File: config.mk
export PLATFORM = sky130hd
export DESIGN_NAME = brbs_ctrl
export DESIGN_NICKNAME = d
export VERILOG_FILES = /design/src/sv/byte_ring_buffer_with_search_core_macros.svh /design/src/sv/brbs_pkg.sv /design/src/sv/brbs_ctrl.sv
export SDC_FILE = /design/constraint.sdc
export NUM_CORES = 1
export LEC_CHECK = 0
export BUFFER_PORTS_ARGS = -buffer_cell sky130_fd_sc_hd__clkbuf_2
export CAP_MARGIN = 20
export CORE_AREA = 10 10 47 49
export CTS_BUF_LIST = sky130_fd_sc_hd__clkbuf_8
export DETAILED_ROUTE_END_ITERATION = 7
export DIE_AREA = 0 0 57 59
export HOLD_SLACK_MARGIN = 0.05
export PLACE_DENSITY = 0.67
export SLEW_MARGIN = 20
export SYNTH_ARGS = -nofsm -noshare
export SYNTH_HDL_FRONTEND = slang
export SYNTH_SLANG_ARGS = --single-unit
File: constraint.sdc
create_clock -name clk -period 2.06 [get_ports clk]
set_input_delay 0.412 -clock clk [delete_from_list [all_inputs] [get_ports clk]]
set_output_delay 0.412 -clock clk [all_outputs]
set_load 0.05 [all_outputs]
File: src/sv/byte_ring_buffer_with_search_core_macros.svh
// assertion helpers used by the datapath
`ifndef BYTE_RING_BUFFER_WITH_SEARCH_CORE_MACROS_SVH
`define BYTE_RING_BUFFER_WITH_SEARCH_CORE_MACROS_SVH

// same-cycle implication, sampled on clk, off while rst_n is low
`define BRBS_ASSERT_IMP(lbl, ante, cons, msg) \
  lbl: assert property (@(posedge clk) disable iff (!rst_n) (ante) |-> (cons)) \
    else $error(msg);

// next-cycle implication, sampled on clk, off while rst_n is low
`define BRBS_ASSERT_NXT(lbl, ante, cons, msg) \
  lbl: assert property (@(posedge clk) disable iff (!rst_n) (ante) |=> (cons)) \
    else $error(msg);

`endif

File: src/sv/brbs_pkg.sv
`timescale 1ns / 1ps

package brbs_pkg;

  localparam int DEPTH_DEF   = 4096;
  localparam int MAX_RUN_DEF = 64;

  localparam int CMD_W       = 3;
  localparam int BYTE_W      = 8;
  localparam int COUNT_W     = 13;
  localparam int OFFSET_W    = 12;
  localparam int LEVEL_W     = 13;
  localparam int IN_TDATA_W  = 24;
  localparam int OUT_TDATA_W = 40;

  typedef enum logic [CMD_W-1:0] {
    CMD_WRITE = 3'd0,
    CMD_READ  = 3'd1,
    CMD_SKIP  = 3'd2,
    CMD_FIND  = 3'd3,
    CMD_UNTIL = 3'd4,
    CMD_CLEAR = 3'd5
  } cmd_t;

  typedef enum logic [3:0] {
    ST_IDLE,
    ST_DECODE,
    ST_SCAN_REQ,
    ST_SCAN_CMP,
    ST_SCAN_DONE,
    ST_RD_REQ,
    ST_RD_EMIT,
    ST_DROP,
    ST_SINGLE
  } state_t;

  // strobes from the controller, at most one of them per cycle
  typedef struct packed {
    logic load;
    logic setup;
    logic scan_rd;
    logic scan_cmp;
    logic until_setup;
    logic rd_req;
    logic emit;
    logic drop;
    logic single;
  } dp_cmd_t;

  typedef struct packed {
    logic [CMD_W-1:0] cmd;
    logic             lim_zero;
    logic             match;
    logic             scan_end;
    logic             rem_zero;
    logic             rem_one;
    logic             hit;
    logic             out_free;
  } dp_sts_t;

endpackage

File: src/sv/brbs_ctrl.sv
`timescale 1ns / 1ps

module brbs_ctrl import brbs_pkg::*; (
  input  logic    clk,
  input  logic    rst_n,
  input  logic    in_tvalid,
  output logic    in_tready,
  input  dp_sts_t sts_i,
  output dp_cmd_t cmd_o
);

  state_t state_r, state_nxt;

  always_ff @(posedge clk) begin
    if (!rst_n) begin
      state_r <= ST_IDLE;
    end else begin
      state_r <= state_nxt;
    end
  end

  always_comb begin
    state_nxt = state_r;
    cmd_o     = '0;
    in_tready = (state_r == ST_IDLE);
    case (state_r)
      ST_IDLE: begin
        if (in_tvalid) begin
          cmd_o.load = 1'b1;
          state_nxt  = ST_DECODE;
        end
      end
      ST_DECODE: begin
        cmd_o.setup = 1'b1;
        case (sts_i.cmd)
          CMD_READ:           state_nxt = sts_i.lim_zero ? ST_SINGLE : ST_RD_REQ;
          CMD_FIND, CMD_UNTIL: state_nxt = sts_i.lim_zero ? ST_SINGLE : ST_SCAN_REQ;
          default:            state_nxt = ST_SINGLE;
        endcase
      end
      ST_SCAN_REQ: begin
        cmd_o.scan_rd = 1'b1;
        state_nxt     = ST_SCAN_CMP;
      end
      ST_SCAN_CMP: begin
        cmd_o.scan_cmp = 1'b1;
        state_nxt      = (sts_i.match || sts_i.scan_end) ? ST_SCAN_DONE : ST_SCAN_REQ;
      end
      ST_SCAN_DONE: begin
        if (sts_i.cmd == CMD_UNTIL) begin
          cmd_o.until_setup = 1'b1;
          state_nxt         = sts_i.rem_zero ? ST_SINGLE : ST_RD_REQ;
        end else begin
          state_nxt = ST_SINGLE;
        end
      end
      ST_RD_REQ: begin
        cmd_o.rd_req = 1'b1;
        state_nxt    = ST_RD_EMIT;
      end
      ST_RD_EMIT: begin
        if (sts_i.out_free) begin
          cmd_o.emit = 1'b1;
          if (sts_i.rem_one) begin
            // the delimiter is consumed after the last byte before it
            state_nxt = (sts_i.cmd == CMD_UNTIL && sts_i.hit) ? ST_DROP : ST_IDLE;
          end else begin
            state_nxt = ST_RD_REQ;
          end
        end
      end
      ST_DROP: begin
        cmd_o.drop = 1'b1;
        state_nxt  = ST_IDLE;
      end
      ST_SINGLE: begin
        if (sts_i.out_free) begin
          cmd_o.single = 1'b1;
          state_nxt    = ST_IDLE;
        end
      end
      default: state_nxt = ST_IDLE;
    endcase
  end

endmodule

Yosys cells after proc, flatten, opt, wreduce, memory -nomap -nowiden
Index checks and enable logic that the tools add are counted.

Output and inout bits: 10. Flip-flop bits (word level): 4. Word-level logic and storage cells: 44. Bits of input ports: 13.

Eq/ne operators: 14. Reduce and logical (&&, ||, !) cells: 5. Mux-type cells: 24.

Operator list (number): case mux 4 bit (8 select lines) (1); two-way mux 4 bit (7); == test 4 x 3 -> 1 bit, second input constant (4); two-way mux 1 bit (12); two-way mux 3 bit (3); == test 4 x 2 -> 1 bit, second input constant (2); case mux 4 bit (2 select lines) (1); inequality test 2 bit, second input constant (3); == test 4 x 1 -> 1 bit, second input constant (1); == test 4 bit, second input constant (1); logical NOT 4 bit (1); == test 3 x 1 -> 1 bit, second input constant (1); == test 3 x 2 -> 1 bit, second input constant (1); == test 3 bit, second input constant (1); AND reduction 3 bit (1); OR reduction 2 bit (1); logical AND 1 bit (1); logical OR 1 bit (1).

Longest topological paths before layout
Gate-level depths: netlist of run 1.

Depth in word-level cells: 6. Depth in mapped cells: 7. Gate-level depth less buffers: 5.

Worst setup path after synthesis of run 1
Ideal clock, no wire load.

Path type: reg-to-output. Start: register state_r[0]. End: output port cmd_o[8] (netlist name). Buffers on the path: 2. Arrival: 2425 ps. Path slack: -777 ps. Cell stages (with the launch flop): 6. Required time: 1648 ps. Cell sequence: dfxtp_1 buf_2 or2_0 buf_4 nor3_1 and2_1.

RTL lines: start: declaration (RTL line brbs_ctrl.sv:12) `state_t state_r, state_nxt;`; start signal: assignment (RTL line brbs_ctrl.sv:18) `state_r <= state_nxt;`; end: declaration (RTL line brbs_ctrl.sv:9) `output dp_cmd_t cmd_o`.

==> out/qor.yml, run 1 <==
outcome: "complete, no violations"
holdWs_ps: 442
yosysUniqueCellTypes: 31
synthCells: 66
stdcell_area_um2: 648
fp.dieH_um: 59
wl_per_cell_um: 13.3
power_density_nw_per_um2: 598
area_delta_synth_final_pct: 35.6
synth-seq-cells: 4
ys.flop_type: "dfxtp_1"
fin_nets: 103
grt_usage: 0.0880
die_w_um: 57
slowest_delay_ps: 550
regMostFlops: "state_r"
grt_pass1_vias: 559
r2r_cells: 5
reg.largest.list: "state_r: 4 flops"
detail_route.iter0.violations: 3
dp_hpwl_mm: 1.13
numPortBuffers: 22
ant_nets: 0
rows: 14
p_total_mw: 0.388
cp_top_family: "simple AND/OR/NAND/NOR gates"
fin_crit_ps: 1990
setup_violations: 0
route.detailed.drc: 0
root_buffer: "clkbuf_8"
final.period_utilization: 0.968
crit_end: "cmd_o[7]"
clockBufferDepth: 2
vias: 547
cts_num_sinks: 4
die-area_um2: 3360
crit_type: "flop to output pin"
crit_path_start_kind: "flop"
max_freq_mhz: 502
via_per_inst: 5.26
worstMarginPinSlew_ps: 382
postSynthAreaPerCell_um2: 7.24
clock_skew_ps: 1.36
final_cell_mix: "clkbuf_2, nor2_1, a21oi_1"
synth_edf_count: 0
drive_above_1_share: 0.455
cts.clk_slew.worst_paths_ps: 30
numCtsBuffers: 3
synth.top_cell.area_share: 0.168
peakVddDrop_v: 0.000293
drt_first_pass_iters: 2
cts_setup_buffers: 0
diodes: 0
rsz0062_at_grt: "no"
maxCapViolations: 0
worstReg2RegEnd: "state_r[0]"
path_buf_inv: 2
r2r-start: "state_r[3]"
drv_slew: 0
relSlewSlack: 0.745
ys_seq_area_frac: 0.168
yosysTopAreaCell: "dfxtp_1"
fin_cells: 104
hold_viol: 0
r2r_slack_ps: 310
dpl_cell_area_um2: 607
p_leak_nw: 0.291
synth_nets: 79
async_flop_share: 0
syn_area_um2: 478
grt.overflow.total: 0
min_path_type: "input pin to flop"
htree_levels: 1
crit_cells: 3
dp.cells: 101
antenna_found_initial: 0
cts_tree: "yes"
start_util: 0.341
pin_count: 23
final_common_cell: "clkbuf_2"
routabilityCongestion: 0.706
grt_max_degree: 11
routed_wl_mm: 1.38
slowest_stage: "or4b_4"
utilization: 0.463
cp.required_ps: 1650
placeableCoreArea_um2: 1400
grt_pass1_wl_mm: 2.40
clk_latency_ps: 220
largest_reg_flops: 4
endpoint_kind: "output pin"
yosys-top-cells-area: "dfxtp_1, nor3_1, nor2_1"
ys_warn_count: 0
startpoint: "state_r[0]"
cp_max_fo: 10
arrival_ps: 1580
worstPathCellList: "or4b_4 -> inv_1 -> clkbuf_2"
-- synth_stat cells, drive strengths merged, types with 2 or more instances --
master,instances
a21oi,5
and2,2
buf,5
dfxtp,4
inv,4
nand2b,4
nor2,9
nor3,8
o21ai,5
or2b,2
or3b,2
-- metal layers --
metal | GRT usage | share of wire
met3 | 0.0343 | 0.072
met4 | 0.0705 | 0.040
met1 | 0.0911 | 0.44
met5 | 0 | 0
met2 | 0.140 | 0.44
-- layout make-up --
| type | count | area [um^2] |
|---|---|---|
| repair buffers | 24 | 125 |
| multi-input cells | 53 | 367 |
| well taps | 16 | 20.0 |
| clock buffers | 3 | 41.3 |
| inverters | 4 | 15.0 |
| flip-flops and latches | 4 | 80.1 |
| fillers | 161 | 753 |
-- through the flow --
step | setup TNS, ps | setup WS, ps
6_report | 0 | 66.4
5_1_grt | 0 | 3.58
4_1_cts | 0 | 38.3
3_5_place_dp | 0 | 209
3_3_place_gp | 0 | 234
2_1_floorplan | -112 | -75.1
-- worst min-delay path by stage --
stage | from | to | slack (ps) | cells after the start
2_1_floorplan | rst_n | state_r[3] | 530 | 1
3_3_place_gp | rst_n | state_r[3] | 650 | 2
3_5_place_dp | rst_n | state_r[3] | 660 | 2
4_1_cts | rst_n | state_r[3] | 440 | 2
5_1_grt | rst_n | state_r[3] | 460 | 2
6_report | rst_n | state_r[3] | 440 | 2
-- power by group --
part / switching (mW) / leakage [nW] / internal (mW)
registers: 0.0121 / 0.0326 / 0.0830
clock network: 0.0383 / 0.0216 / 0.124
logic: 0.0818 / 0.237 / 0.0482
-- cell families after synthesis --
family / count (synthesis) / synth area share
and+or+nand+nor: 35 / 0.458
AOI/OAI and AO/OA: 18 / 0.254
buffers and inverters: 9 / 0.120
DFF: 4 / 0.168
-- worst reg2reg max path: stages, from the launching register on --
cell and delay, ps:
dfxtp_1 540, nand2b_1 350, nor2_1 120, a221oi_2 330, o31ai_1 110, and3_1 190
-- repair_timing --
action / in CTS / in global routing
gates resized for setup: 0 / 1
endpoints found under the setup margin: 0 / 1
hold buffers: 0 / 0
Power figures use the tool's default switching activity.
==> inputs of run 2 (changes only) <==
- PLACE_DENSITY: 0.67 -> not set
==> run 2 against run 1 <==
Setup slack improved by 22 ps. Critical path depth unchanged. First-iteration DRC count increased to 3.0 times the previous value. Sequential power about the same. Combinational power about the same. Worst hold slack got worse by 9.0 ps. Global-route usage decreased by 0.86 points. Utilization increased by 0.089 points. Total power decreased by 0.13%. Count of clock-buffer cells in the layout unchanged. Final area increased by 0.19%. Cell count unchanged. Critical path type unchanged. Largest power group unchanged.
==> out/qor.yml, run 2 (synthesis gave the netlist of run 1 again) <==
outcome: "complete, no violations"
fin_nets: 103  # unchanged
setup_violations: 0  # unchanged
regMostFlops: "state_r"
hold_viol: 0  # unchanged
grt_max_degree: 13  # +2
cp_max_fo: 10  # unchanged
placeableCoreArea_um2: 1400  # unchanged
htree_levels: 1  # unchanged
worstPathCellList: "or4b_4 -> inv_1 -> clkbuf_2"
grt_pass1_wl_mm: 2.28  # -5.2%
routed_wl_mm: 1.31  # -4.6%
arrival_ps: 1560  # -20 ps
hold_path_end: "state_r[3]"
crit_path_start_kind: "flop"
clockBufferDepth: 2  # unchanged
crit_type: "flop to output pin"
wl_per_cell_um: 12.6  # -4.6%
cts_tree: "yes"
pin_count: 23  # unchanged
clk_latency_ps: 210  # about the same
utilization: 0.463  # +0.000893
slowest_stage: "or4b_4"
fin_cells: 104  # unchanged
final.period_utilization: 0.957  # -0.0105
grt.overflow.total: 0  # unchanged
grt_pass1_vias: 528  # -5.5%
clock_skew_ps: 4.62  # +3.26 ps
setup_ws_ps: 88.0  # +21.6 ps
via_per_inst: 5.18  # -1.5%
final_common_cell: "clkbuf_2"
place_ws_ps: 211  # +1.24 ps
die_w_um: 57  # unchanged
grt_usage: 0.0794  # -0.00864
drive_above_1_share: 0.466  # +0.0114
fin_crit_ps: 1970  # -21.6 ps
slowest_delay_ps: 600  # +50 ps
cp.required_ps: 1650  # about the same
tns_ps: 0  # unchanged
holdPathStages: 2  # unchanged
r2r-start: "state_r[3]"
maxCapViolations: 0  # unchanged
vias: 539  # -1.5%
peakVddDrop_v: 0.000380  # +30%
cts_num_sinks: 4  # unchanged
p_total_mw: 0.387  # -0.13%
hp-start: "rst_n"
r2r_cells: 5  # unchanged
worstReg2RegEnd: "state_r[0]"
ant_nets: 0  # unchanged
max_freq_mhz: 507  # +1.1%
drv_slew: 0  # unchanged
numCtsBuffers: 3  # unchanged
rsz0062_at_grt: "no"
numPortBuffers: 22  # unchanged
die-area_um2: 3360  # unchanged
rows: 14  # unchanged
fp.dieH_um: 59  # unchanged
min_path_type: "input pin to flop"
dp.cells: 101  # unchanged
detail_route.iter0.violations: 9  # +6
p_leak_nw: 0.292  # +0.11%
worstMarginPinSlew_ps: 362  # -19.7 ps
antenna_found_initial: 0  # unchanged
drt_first_pass_iters: 4  # +2
power_density_nw_per_um2: 596  # -0.32%
diodes: 0  # unchanged
route.detailed.drc: 0  # unchanged
fill_cells: 159  # -1.2%
relSlewSlack: 0.758  # +0.0132
start_util: 0.341  # unchanged
r2r_slack_ps: 310  # about the same
endpoint_kind: "output pin"
cts.clk_slew.worst_paths_ps: 30  # about the same
routabilityCongestion: 0.711  # +0.78%
reg.largest.list: "state_r: 4 flops"
postCtsHoldBufs: 0  # unchanged
largest_reg_flops: 4  # unchanged
root_buffer: "clkbuf_8"
final_cell_mix: "clkbuf_2, nor2_1, a21oi_1"
dp_hpwl_mm: 1.09  # -3.5%
area_delta_synth_final_pct: 35.9
-- run 2: cell count changes in the layout (fill, tap and decap cells not counted) --
cell	delta
dfxtp_2	+1
dfxtp_1	-1
-- run 2: critical path, delay by kind of cell (launching register included) --
kind	cells	cell delay (ps)
buffers and inverters	2	340
DFF	1	400
and+or+nand+nor	1	600
-- run 2: metal layers --
metal,part of all wire,GRT usage
met3,0.12,0.0451
met5,0,0
met1,0.45,0.0960
met2,0.43,0.118
met4,0,0.0201
-- run 2: area by class of cell --
type                       instances  area [um^2]  share of cell area
clock buffer                       3         41.3              0.0636
inverter                           4         15.0              0.0231
multi-input combinational         53          367               0.565
sequential                         4         81.3               0.125
tap                               16         20.0              0.0308
timing repair buffer              24          125               0.193
-- run 2: power breakdown --
group	total (mW)	leakage, nW	internal (mW)	switching [mW]
registers	0.0953	0.0329	0.0836	0.0117
logic	0.130	0.237	0.0483	0.0817
clock network	0.162	0.0216	0.124	0.0376
total	0.387	0.292	0.256	0.131
-- run 2: how the worst max path moves through the flow --
stage,slack [ps],to,startpoint
2_1_floorplan,-80,cmd_o[8],state_r[0]
5_1_grt,20,cmd_o[7],state_r[3]
3_3_place_gp,240,cmd_o[4],sts_i[8]
4_1_cts,30,cmd_o[8],state_r[0]
6_report,90,cmd_o[7],state_r[3]
3_5_place_dp,210,cmd_o[4],sts_i[8]
-- run 2: timing repair --
action | CTS | global route
resized for setup | 0 | 2
endpoints found under the setup margin | 0 | 2
endpoints found under the hold margin | 0 | 0
setup buffers | 0 | 0
-- run 2: stage by stage --
step,instance area [um^2],hold slack (ps)
floorplan,504,534
global placement,607,652
detailed placement,607,654
CTS,648,436
global route,649,446
finish,649,433
==> inputs of run 3 (changes only) <==
- CELL_PAD_IN_SITES_DETAIL_PLACEMENT: not set -> 1
- CELL_PAD_IN_SITES_GLOBAL_PLACEMENT: not set -> 2
- CORE_AREA: 10 10 47 49 -> not set
- CORE_MARGIN: not set -> 10
- CORE_UTILIZATION: not set -> 24
- DIE_AREA: 0 0 57 59 -> not set
- PLACE_DENSITY_LB_ADDON: not set -> 0.1
==> run 3 against run 2 <==
Via count grew 3.3%. Global-route usage shrank 0.097 points. Largest cell class unchanged. Critical path depth is the same. Combinational power grew 6%. Utilization shrank 12 points. Die area grew 24%. Critical path type unchanged. Count of clock-buffer cells in the layout is the same. Routed wire length grew 17%. Cell count grew 11%.
==> out/qor.yml, run 3 (synthesis gave the netlist of run 1 again) <==
setup_violations: 0  # unchanged
antenna_found_initial: 0  # unchanged
placeableCoreArea_um2: 1920  # +37%
grt_pass1_wl_mm: 2.66  # +17%
netSwitchingFraction: 0.347  # +0.00860
holdPathStages: 2  # unchanged
p_seq_frac: 0.233  # -0.013
maxCapViolations: 0  # unchanged
crit_type: "flop to output pin"
r2r_slack_ps: 290  # -20 ps
wl_per_cell_um: 13.3  # +5.5%
p_leak_nw: 0.291  # -0.19%
cts_tree: "yes"
routed_wl_mm: 1.53  # +17%
htree_levels: 1  # unchanged
peakVddDrop_v: 0.000427  # +12%
dp_hpwl_mm: 1.27  # +17%
hp-start: "rst_n"
arrival_ps: 1580  # +20 ps
area_delta_synth_final_pct: 38.5
final_cell_mix: "clkbuf_2, nor2_1, a21oi_1"
hold_viol: 0  # unchanged
clock_skew_ps: 1.57  # -3.05 ps
start_util: 0.249  # -0.0924
final.period_utilization: 0.966  # +0.00849
power_density_nw_per_um2: 599  # +0.39%
ant_nets: 0  # unchanged
fill_cells: 252  # +58%
worstMarginPinSlew_ps: 389  # +26.6 ps
cts_num_sinks: 4  # unchanged
min_path_type: "input pin to flop"
fin_cells: 115  # +11%
grt_usage: 0.0784  # -0.000975
cp.required_ps: 1650  # about the same
clockBufferDepth: 2  # unchanged
setup_ws_ps: 70.5  # -17.5 ps
drive_above_1_share: 0.455  # -0.0114
fin_nets: 103  # unchanged
grt_pass1_vias: 588  # +11%
relSlewSlack: 0.740  # -0.0177
drv_slew: 0  # unchanged
die-area_um2: 4180  # +24%
place_ws_ps: 205  # -6.11 ps
max_freq_mhz: 503  # -0.88%
crit_path_start_kind: "flop"
cts.clk_slew.worst_paths_ps: 30  # about the same
hold_path_end: "state_r[3]"
grt_max_degree: 11  # -2
via_per_inst: 4.84  # -6.5%
cp_max_fo: 10  # unchanged
routabilityCongestion: 0.702  # -1.3%
clk_latency_ps: 220  # about the same
r2r_cells: 5  # unchanged
vias: 557  # +3.3%
die_w_um: 64.6  # +13%
p_clk_frac: 0.419  # about the same
root_buffer: "clkbuf_8"
pin_count: 23  # unchanged
grt.overflow.total: 0  # unchanged
rows: 16  # +2
diodes: 0  # unchanged
cts_setup_buffers: 0  # unchanged
largest_reg_flops: 4  # unchanged
worstReg2RegEnd: "state_r[0]"
final_common_cell: "clkbuf_2"
dp.cells: 112  # +11%
fp.dieH_um: 64.6  # +9.5%
regMostFlops: "state_r"
drt_first_pass_iters: 2  # -2
outcome: "complete, no violations"
reg.largest.list: "state_r: 4 flops"
switching_power_mw: 0.137  # +4.9%
p_comb_frac: 0.348  # +0.012
r2r-start: "state_r[3]"
internal-power_mw: 0.259  # +0.99%
numCtsBuffers: 3  # unchanged
numPortBuffers: 22  # unchanged
rsz0062_at_grt: "no"
fin_crit_ps: 1990  # +17.5 ps
detail_route.iter0.violations: 6  # -3
route.detailed.drc: 0  # unchanged
endpoint_kind: "output pin"
## run 3: what timing repair did
| item | in CTS | in global routing |
|---|---|---|
| endpoints found under the setup margin | 0 | 2 |
| hold buffers | 0 | 0 |
| resized for setup | 0 | 1 |
## run 3: through the flow
stage / util / area, um^2 / power, mW / hold WS [ps] / TNS (ps)
finish: 0.344 / 662 / 0.396 / 437 / 0
CTS: 0.344 / 662 / 0.403 / 437 / 0
detailed placement: 0.323 / 621 / 0.233 / 659 / 0
global placement: 0.323 / 621 / 0.233 / 654 / 0
global route: 0.344 / 662 / 0.424 / 453 / 0
floorplan: - / 504 / 0.200 / 534 / -112
## run 3: worst max-delay path by stage
stage | start | to | slack [ps] | cells after the start
finish | state_r[3] | cmd_o[7] | 70 | 3
global route | state_r[1] | cmd_o[8] | 1 | 4
CTS | state_r[1] | cmd_o[8] | 5 | 4
detailed placement | sts_i[8] | cmd_o[4] | 200 | 4
global placement | state_r[1] | state_r[0] | 210 | 5
floorplan | state_r[0] | cmd_o[8] | -80 | 5
## run 3: cell type report
class / count / area (um^2) / share of cell area
clock buffers: 3 / 41.3 / 0.0624
inverters: 4 / 15.0 / 0.0227
multi-input cells: 53 / 367 / 0.554
flip-flops and latches: 4 / 80.1 / 0.121
well taps: 27 / 33.8 / 0.0510
repair buffers: 24 / 125 / 0.189
## run 3: critical path, stage by stage (launching register included)
cell,delay (ps)
dfxtp_1,410
or4b_4,600
inv_1,70
clkbuf_2,270
## run 3: power groups by stage
| stage | Clock [mW] | Sequential [mW] | Combinational (mW) |
|---|---|---|---|
| 6_report | 0.166 | 0.0924 | 0.138 |
| 5_1_grt | 0.178 | 0.0945 | 0.151 |
| 4_1_cts | 0.170 | 0.0925 | 0.141 |
| 3_5_place_dp | 0 | 0.0934 | 0.140 |
| 3_3_place_gp | 0 | 0.0937 | 0.140 |
| 2_1_floorplan | 0 | 0.0855 | 0.114 |
## run 3: per-layer routing
| layer | global-route usage | vias up | share of wire |
|---|---|---|---|
| li1 | - | 280 | - |
| met1 | 0.0783 | 253 | 0.42 |
| met3 | 0.0430 | 5 | 0.085 |
| met2 | 0.129 | 19 | 0.47 |
| met5 | 0 | - | 0 |
| met4 | 0.0401 | 0 | 0.022 |
